### src/hdl/grid_jump_distance_table_macros.svh
// Assertion macros for the grid jump-distance table.
`ifndef GRID_JUMP_DISTANCE_TABLE_MACROS_SVH
`define GRID_JUMP_DISTANCE_TABLE_MACROS_SVH

`ifndef SYNTHESIS

// Antecedent holds in a cycle: consequent holds in the same cycle.
`define GJDT_ASSERT_IMP(lbl, ante, cons, msg) \
  lbl: assert property (@(posedge clk) disable iff (rst) (ante) |-> (cons)) \
    else $error(msg);

// Antecedent holds in a cycle: consequent holds in the next cycle.
`define GJDT_ASSERT_NXT(lbl, ante, cons, msg) \
  lbl: assert property (@(posedge clk) disable iff (rst) (ante) |=> (cons)) \
    else $error(msg);

`else

`define GJDT_ASSERT_IMP(lbl, ante, cons, msg)
`define GJDT_ASSERT_NXT(lbl, ante, cons, msg)

`endif

`endif

### src/hdl/gjdt_ram.sv
// Generic single-write, single-read RAM with registered read data.
`timescale 1ns / 1ps
`default_nettype none

module gjdt_ram #(
  parameter int WIDTH = 1,
  parameter int DEPTH = 1024
) (
  input  wire                      clk,
  input  wire                      we,
  input  wire  [$clog2(DEPTH)-1:0] waddr,
  input  wire  [WIDTH-1:0]         wdata,
  input  wire  [$clog2(DEPTH)-1:0] raddr,
  output logic [WIDTH-1:0]         rdata
);

  logic [WIDTH-1:0] mem [DEPTH];

  // Write port
  always_ff @(posedge clk) begin
    if (we) begin
      mem[waddr] <= wdata;
    end
  end

  // Registered read port
  always_ff @(posedge clk) begin
    rdata <= mem[raddr];
  end

endmodule

`default_nettype wire
### config.mk
export PLATFORM = sky130hd
export DESIGN_NAME = gjdt_ram
export DESIGN_NICKNAME = d
export VERILOG_FILES = /design/src/hdl/grid_jump_distance_table_macros.svh /design/src/hdl/gjdt_ram.sv
export SDC_FILE = /design/constraint.sdc
export NUM_CORES = 1
export LEC_CHECK = 0
export BUFFER_PORTS_ARGS = -buffer_cell sky130_fd_sc_hd__clkbuf_2
export CORE_ASPECT_RATIO = 2
export CORE_UTILIZATION = 53
export CTS_BUF_LIST = sky130_fd_sc_hd__clkbuf_4
export DETAILED_ROUTE_END_ITERATION = 10
export GPL_ROUTABILITY_DRIVEN = 0
export MAX_ROUTING_LAYER = met4
export PLACE_DENSITY = 0.65
export SYNTH_ARGS = -nofsm -noshare
export SYNTH_HDL_FRONTEND = slang
export SYNTH_SLANG_ARGS = --single-unit
### constraint.sdc
create_clock -name clk -period 8.3 [get_ports clk]
set_clock_uncertainty 0.1 [all_clocks]
set_input_delay 0.83 -clock clk [delete_from_list [all_inputs] [get_ports clk]]
set_output_delay 0.83 -clock clk [all_outputs]
set_load 0.03 [all_outputs]
Yosys cells after proc, flatten, opt, wreduce, memory -nomap -nowiden
Memory sizes are Yosys's and may differ from the RTL's. A register that Yosys moved wholly into a read port is not among the register bits.
Cells that the tools add are included.
Widths: inputs -> output; s select.
{"block": "totals", "ff_bits": 0, "mem_bits_rw": 1024, "output_inout_bits": 1, "n_memories": 1}
{"block": "classes", "muxes": 2}
{"memory": "mem", "words": 1024, "width": 1, "rd": 1, "rd_ports_with_merged_regs": 1, "write_ports": 1, "line": "gjdt_ram.sv:17", "text": "logic [WIDTH-1:0] mem [DEPTH];"}
{"op": "$mux 1", "n": 2}

Logic depth before layout (Yosys ltp)
Gate-level depths: netlist of the first run.
{"block": "depth", "depth_word": 2, "mapped_depth": 15, "ltp_nobuf": 8}

Least setup slack after synthesis of the first run
OpenSTA, ideal clock, no wires.
{"block": "synth_timing", "path_kind": "in2reg", "start": "input port raddr[0]", "end": "register rdata, read port of mem", "arrival_time_ps": 2967, "slack_ps": 5096, "path_stages": 10, "cell_sequence": "buf_6 -> buf_12 -> buf_12 -> buf_2 -> mux4_2 -> mux4_2 -> a211oi_1 -> nor2_1 -> o311ai_1 -> o2111ai_1"}
{"element": "from (decl)", "line": "gjdt_ram.sv:13", "text": "input wire [$clog2(DEPTH)-1:0] raddr,"}
{"element": "to (decl)", "line": "gjdt_ram.sv:14", "text": "output logic [WIDTH-1:0] rdata"}

==> metrics.log, run 1 <==
[metrics] post-DR wirelength/cell: 29.25 um
[metrics] GRT Resource Usage Total: 31.08%
[metrics] Port Buffers: 23
[metrics] part of the cycle the worst path needs: 48.06%
[metrics] initial core utilization: 53.47%
[metrics] synthesized cell area: 44660 sq um
[metrics] global-route wire length before repair: 183100 um
[metrics] clock transition at the registers of the reported paths: 70 ps
[metrics] TritonCTS clock tree: yes
[metrics] static leakage: 0.01443 uW
[metrics] Non-Filler Instances: 4325
[metrics] initial DRC count: 3127
[metrics] aggregate routed wire length: 126500 um
[metrics] layout-stage area growth over the synthesis result: 7.739%
[metrics] number of antenna violations at the first check in global routing: 4
[metrics] Synth area leader: sky130_fd_sc_hd__edfxtp_1
[metrics] final hold vios: 0
[metrics] remaining antenna violation count after routing: 0
[metrics] Worst-Margin Slew: 1343 ps
[metrics] combinational share of power: 5.6%
[metrics] CTS-repair resized insts: 0
[metrics] fraction of layout instances using a drive strength above 1: 20.17%
[metrics] FF+latch count, synth: 1025
[metrics] Post-DP HPWL: 68080 um
[metrics] number of max-cap violations: 0
[metrics] number of buffers and inverters on the critical path: 2
[metrics] cell mode on critical path: sky130_fd_sc_hd__mux4_2
[metrics] fraction of the core area covered by cells at the end of the flow: 57.61%
[metrics] largest cells by area after synthesis: sky130_fd_sc_hd__edfxtp_1, sky130_fd_sc_hd__mux4_2, sky130_fd_sc_hd__nor2_1
[metrics] Cell Count Post-Placement: 3957
[metrics] total net switching power: 2284 uW
[metrics] slowest stage cell, crit path: sky130_fd_sc_hd__buf_4
[metrics] sequential cell area fraction in the yosys report: 68.90%
[metrics] Detailed Routing Iterations Pass 1: 5
[metrics] CTS max path bufs: 3
[metrics] Data required, critical path: 9080 ps
[metrics] arrival time reported for the critical path endpoint: 4770 ps
[metrics] Peak VDD IR: 0.1703 mV
[metrics] top cells by count, synth: sky130_fd_sc_hd__nor2_1, sky130_fd_sc_hd__edfxtp_1, sky130_fd_sc_hd__mux4_2
[metrics] most used standard cell by instance count after synthesis: sky130_fd_sc_hd__nor2_1
[metrics] post-synth top area share: 68.86%
[metrics] CTS sink count: 1025
[metrics] GRT overflow: 0
[metrics] Synth Warn #: 0
[metrics] maximum number of pins on one net before global-route repair: 267
[metrics] cell breakdown of the critical path: buf_8 -> buf_4 -> mux4_2 -> mux4_2 -> nor2b_1 -> a31oi_1 -> a311oi_1 -> o311ai_1 -> o2111ai_1
[metrics] number of instances in the synthesized netlist: 3112
[metrics] share of flip-flops with an asynchronous set or reset after synthesis: 0%
[metrics] Post-route DRC: 0
[metrics] number of buffers inserted to repair setup after CTS: 0
[metrics] worst setup path class: in2reg
[metrics] setup TNS after final layout: 0 ps
[metrics] status: finished, final reports clean
[metrics] TritonCTS buffer count: 213
[metrics] clock network latency to the later pin of the worst-skew pair: 1100 ps
[metrics] syn nets: 3135
[metrics] dominant delay contributor by cell family on the critical path: compound AO/OA/AOI/OAI gates
[metrics] distinct cell type count of the synthesized netlist: 56
[metrics] Net Sw Frac: 22.79%
[metrics] final period demand of the worst path: 3989 ps
[metrics] die outline area: 85490 sq um
[metrics] Critical Path Sink Type: flip-flop
[metrics] buffer type at the clock tree root: sky130_fd_sc_hd__clkbuf_4
[metrics] Min-Delay Path Class: in2reg
[metrics] max-slew violation total from the final report: 0
[metrics] post-cts hold buffer count: 0
[metrics] Net count, final: 3131
[metrics] unrepaired setup endpoints after global routing: false
[metrics] Int Power: 7738 uW
[metrics] Die Y: 412.5 um
[metrics] vias in the first global route: 28502
[metrics] Chip Width: 207.3 um
[metrics] relative contribution of the clock network to total power: 37.6%
[metrics] number of failing setup endpoints in the final timing report: 0
[metrics] routed vias: 27497
[metrics] count of H-tree levels built during CTS: 4
[metrics] element type at the critical path start: primary input
[metrics] CP max FO: 65
[metrics] Peak Freq: 250.7 MHz
[metrics] EDFF count, synth: 1024
[metrics] Core Footprint: 83520 sq um
[metrics] row count: 150
[metrics] Flop pwr share: 56.8%
[metrics] vias per cell: 6.358
[metrics] Main synth FF type: sky130_fd_sc_hd__edfxtp_1
[metrics] Mapped Avg Cell Area: 14.35 sq um
[metrics] Pwr per Cell Area: 208.3 nW/um^2
[metrics] worst slew margin relative to its limit: 10.25%
[metrics] Worst path max stage delay: 720 ps
[metrics] Ports: 24
metal layers:
layer  wire (um)  part of all wire (%)  track usage [%]  vias to the layer above
met5           0                     0                -                        -
met4        8027                   6.3            18.71                        0
met3       10040                   7.9            5.018                      416
met2       66980                    53            54.57                     1495
met1       41480                    33            32.98                    13984
li1            -                     -                -                    11602
metrics by stage:
stage                     setup WS, ps  instance area, sq um  total power, uW  hold WS [ps]
after floorplan                   5096                 44660             6140         796.1
after global placement            3280                 45410             6356          1098
after detailed placement          3192                 45410             6368          1075
after CTS                         4330                 48100            10080         3.918
after global routing              4104                 48110            10310         102.9
final                             4311                 48110            10020         130.9
power groups by stage:
| stage | registers [uW] | logic [uW] | clock network (uW) |
|---|---|---|---|
| floorplan | 5810 | 330 | 0 |
| global placement | 5810 | 545 | 0 |
| detailed placement | 5810 | 556 | 0 |
| CTS | 5700 | 557 | 3830 |
| global route | 5690 | 587 | 4030 |
| finish | 5700 | 559 | 3770 |
layout by cell type, fill, tap and decap left out, types with 5 or more instances in the layout:
master and count:
sky130_fd_sc_hd__nor3b_1 8, sky130_fd_sc_hd__a21oi_1 37, sky130_fd_sc_hd__a22oi_1 17, sky130_fd_sc_hd__mux2i_1 123, sky130_fd_sc_hd__nor2b_1 10, sky130_fd_sc_hd__o22ai_1 28, sky130_fd_sc_hd__nor4_1 5, sky130_fd_sc_hd__clkbuf_2 20
sky130_fd_sc_hd__nand3_4 11, sky130_fd_sc_hd__buf_4 58, sky130_fd_sc_hd__clkinv_1 34, sky130_fd_sc_hd__bufinv_16 5, sky130_fd_sc_hd__clkbuf_4 313, sky130_fd_sc_hd__nand4_1 10, sky130_fd_sc_hd__edfxtp_1 1024, sky130_fd_sc_hd__nor3_1 37
sky130_fd_sc_hd__o21ai_0 11, sky130_fd_sc_hd__mux4_2 200, sky130_fd_sc_hd__inv_2 7, sky130_fd_sc_hd__nand2b_1 7, sky130_fd_sc_hd__nor2_1 1035, sky130_fd_sc_hd__nand2_2 6, sky130_fd_sc_hd__and2_1 6, sky130_fd_sc_hd__nand2_1 80
sky130_fd_sc_hd__o221ai_1 49, sky130_fd_sc_hd__mux4_1 14, sky130_fd_sc_hd__nand3_1 13, sky130_fd_sc_hd__a2111oi_0 6, sky130_fd_sc_hd__nand3_2 13
cell type report:
| class | count | area, sq um |
|---|---|---|
| tap | 1064 | 1331 |
| sequential | 1025 | 30770 |
| clock buffer | 313 | 2350 |
| inverter | 6 | 22.52 |
| clock inverter | 51 | 344.1 |
| fill | 6613 | 35410 |
| timing repair buffer | 84 | 640.6 |
| multi-input combinational | 1778 | 12640 |
| antenna | 4 | 10.01 |
sequential cells by signal, indices dropped and copies added (netlist names):
signal  flops
rdata       1
mem      1024
cell families after synthesis:
| logic type | after synthesis | share of synthesized area [%] |
|---|---|---|
| AO/OA/AOI/OAI | 178 | 2.830 |
| flip-flops | 1025 | 68.90 |
| AND/OR/NAND/NOR | 1260 | 11.23 |
| multiplexers | 340 | 13.74 |
| buffers and inverters | 309 | 3.298 |
path summary, 6_finish.rpt:
kind | start | end | slack, ps | depth (start not counted)
worst min-delay path | wdata | mem[138]$_DFFE_PP_ | 130 | 1
worst max-delay path | raddr[0] | rdata$_DFF_P_ | 4310 | 9
worst min register to register | mem[208]$_DFFE_PP_ | rdata$_DFF_P_ | 1100 | 5
worst max register to register | mem[147]$_DFFE_PP_ | rdata$_DFF_P_ | 5120 | 7
Note: power is estimated with default switching activity, not from simulation.
==> run 2, diff against run 1 <==
- PLACE_DENSITY: 0.65 -> 0.68
- clock period: 8.3 -> 3.4 ns (I/O delays scaled with it)
==> metrics.log, run 2 (synthesis results as in run 1) <==
[metrics] fraction of layout instances using a drive strength above 1: 22.88% (was 20.17%)
[metrics] Core Footprint: 83520 sq um (unchanged)
[metrics] status: finished, final reports clean (unchanged)
[metrics] Pwr per Cell Area: 492.1 nW/um^2 (was 208.3 nW/um^2)
[metrics] vias in the first global route: 29222 (was 28502)
[metrics] CP max FO: 2 (was 65)
[metrics] capture point of the worst reg-to-reg path: rdata$_DFF_P_ (unchanged)
[metrics] Data required, critical path: 4220 ps (was 9080 ps)
[metrics] final hold vios: 0 (unchanged)
[metrics] depth of the worst register-to-register path: 11 (was 7)
[metrics] Hold Crit Depth: 6 (was 1)
[metrics] Detailed Routing Iterations Pass 1: 6 (was 5)
[metrics] Crit Reg-Reg Startpoint: mem[265]$_DFFE_PP_ (was mem[147]$_DFFE_PP_)
[metrics] Ports: 24 (unchanged)
[metrics] commonest cells after routing, fill and taps aside: sky130_fd_sc_hd__nor2_1, sky130_fd_sc_hd__edfxtp_1, sky130_fd_sc_hd__clkbuf_4, sky130_fd_sc_hd__mux4_2, sky130_fd_sc_hd__buf_4 (was sky130_fd_sc_hd__nor2_1, sky130_fd_sc_hd__edfxtp_1, sky130_fd_sc_hd__clkbuf_4, sky130_fd_sc_hd__mux4_2, sky130_fd_sc_hd__mux2i_1)
[metrics] Worst-Margin Slew: 1095 ps (was 1343 ps)
[metrics] Peak VDD IR: 0.3889 mV (was 0.1703 mV)
[metrics] GRT overflow: 0 (unchanged)
[metrics] TritonCTS buffer count: 208 (was 213)
[metrics] static leakage: 0.01517 uW (was 0.01443 uW)
[metrics] remaining antenna violation count after routing: 0 (unchanged)
[metrics] count of fill cells added during filler insertion: 6359 (was 6613)
[metrics] worst setup path class: reg2reg (was in2reg)
[metrics] arrival time reported for the critical path endpoint: 3880 ps (was 4770 ps)
[metrics] Post-DP HPWL: 72840 um (was 68080 um)
[metrics] Post-route DRC: 0 (unchanged)
[metrics] number of antenna violations at the first check in global routing: 3 (was 4)
[metrics] clock network latency to the later pin of the worst-skew pair: 1090 ps (was 1100 ps)
[metrics] worst-case hold slack: 164.4 ps (was 130.9 ps)
[metrics] number of max-cap violations: 0 (unchanged)
[metrics] unrepaired setup endpoints after global routing: false (unchanged)
[metrics] TritonCTS clock tree: yes (unchanged)
[metrics] GRT Resource Usage Total: 31.06% (was 31.08%)
[metrics] count of H-tree levels built during CTS: 4 (unchanged)
[metrics] worst slew margin relative to its limit: 26.72% (was 10.25%)
[metrics] CTS sink count: 1025 (unchanged)
[metrics] setup TNS after final layout: 0 ps (unchanged)
[metrics] part of the cycle the worst path needs: 90.04%
[metrics] Die Y: 412.5 um (unchanged)
[metrics] buffer type at the clock tree root: sky130_fd_sc_hd__clkbuf_4 (unchanged)
[metrics] Peak Freq: 326.7 MHz
[metrics] initial core utilization: 53.47% (unchanged)
[metrics] final period demand of the worst path: 3061 ps
[metrics] routed vias: 28510 (was 27497)
[metrics] Port Buffers: 23 (unchanged)
[metrics] max FFs per register: 1024 (unchanged)
[metrics] leading registers by flop count: mem x1024, rdata x1 (unchanged)
[metrics] FF-to-FF setup slack: 340 ps (was 5120 ps)
[metrics] clock transition at the registers of the reported paths: 70 ps (about the same)
[metrics] maximum number of pins on one net before global-route repair: 168 (was 267)
[metrics] Biggest register: mem (unchanged)
[metrics] post-DR wirelength/cell: 28.23 um (was 29.25 um)
[metrics] CTS max path bufs: 3 (unchanged)
[metrics] Hold Path End: rdata$_DFF_P_ (was mem[138]$_DFFE_PP_)
[metrics] aggregate routed wire length: 126500 um (about the same)
[metrics] CTS-repair resized insts: 0 (unchanged)
[metrics] hold path start: raddr[8] (was wdata)
[metrics] vias per cell: 6.362 (was 6.358)
[metrics] most frequent standard cell in the layout excluding fill and tap cells: sky130_fd_sc_hd__nor2_1 (unchanged)
[metrics] max-slew violation total from the final report: 0 (unchanged)
[metrics] die outline area: 85490 sq um (unchanged)
[metrics] initial DRC count: 3505 (was 3127)
[metrics] global-route wire length before repair: 183100 um (about the same)
[metrics] Min-Delay Path Class: in2reg (unchanged)
[metrics] Critical Path Sink Type: flip-flop (unchanged)
[metrics] layout-stage area growth over the synthesis result: 10.50% (was 7.739%)
[metrics] element type at the critical path start: flip-flop (was primary input)
[metrics] row count: 150 (unchanged)
[metrics] number of failing setup endpoints in the final timing report: 0 (unchanged)
[metrics] Cell Count Post-Placement: 4087 (was 3957)
[metrics] Non-Filler Instances: 4481 (was 4325)
[metrics] Chip Width: 207.3 um (unchanged)
[metrics] Net count, final: 3273 (was 3131)
## run 2: cell count changes in the layout (fill, tap and decap cells not counted), sizes merged
cell,before,now
buf,64,194
bufinv,5,2
clkinvlp,3,2
clkbuf,333,325
dlygate4sd3,0,17
clkinv,38,59
## run 2: critical path, stage by stage, from the launching register on
cell	delay (ps)
sky130_fd_sc_hd__edfxtp_1	380
sky130_fd_sc_hd__mux4_2	470
sky130_fd_sc_hd__mux4_2	480
sky130_fd_sc_hd__mux2i_1	170
sky130_fd_sc_hd__buf_4	170
sky130_fd_sc_hd__o21ai_0	90
sky130_fd_sc_hd__nor2_1	280
sky130_fd_sc_hd__buf_4	180
sky130_fd_sc_hd__nor3_1	110
sky130_fd_sc_hd__buf_4	180
sky130_fd_sc_hd__a32oi_1	160
sky130_fd_sc_hd__o2111ai_1	160
## run 2: what timing repair did
item,4_1_cts,5_1_grt
hold endpoints to repair,482,0
buffers inserted,0,0
hold buffers,17,0
## run 2: cell type report
| class | instances | area (sq um) | area share, % |
|---|---|---|---|
| Sequential cell | 1025 | 30770 | 62.35 |
| Inverter | 6 | 22.52 | 0.04564 |
| Tap cell | 1064 | 1331 | 2.698 |
| Antenna cell | 4 | 10.01 | 0.02028 |
| Multi-Input combinational cell | 1778 | 12550 | 25.44 |
| Clock buffer | 305 | 2290 | 4.640 |
| Clock inverter | 68 | 334.1 | 0.6770 |
| Timing Repair Buffer | 231 | 2037 | 4.128 |
## run 2: metrics by stage
step	total power [uW]	instance area, sq um	worst slack, ps	util [%]
2_1_floorplan	14990	44660	686.0	-
3_3_place_gp	15620	46540	-140.3	55.73
3_5_place_dp	15660	46540	-127.6	55.73
4_1_cts	24410	49340	294.4	59.07
5_1_grt	24950	49350	260.5	59.08
6_report	24280	49350	338.7	59.08
## run 2: worst max path at each step
stage          depth (start not counted)       endpoint          startpoint  slack, ps
2_1_floorplan                         10  rdata$_DFF_P_            raddr[0]        690
3_3_place_gp                          12  rdata$_DFF_P_            raddr[0]       -140
3_5_place_dp                          13  rdata$_DFF_P_            raddr[0]       -130
4_1_cts                               11  rdata$_DFF_P_  mem[265]$_DFFE_PP_        290
5_1_grt                               11  rdata$_DFF_P_  mem[285]$_DFFE_PP_        260
6_report                              11  rdata$_DFF_P_  mem[265]$_DFFE_PP_        340
## run 2: per-layer routing
metal | vias to the layer above | global-route usage (%) | wire (um)
met1 | 14427 | 32.66 | 40220
met5 | - | - | 0
met3 | 484 | 5.658 | 11550
met2 | 1685 | 53.96 | 66070
li1 | 11914 | - | -
met4 | 0 | 19.57 | 8640
## run 2: power by group
part	leakage, uW	total, uW	switching [uW]	internal (uW)
clock network	0.00158	8880	4620	4260
logic	0.00439	1500	964	539
registers	0.00921	13900	6.46	13900
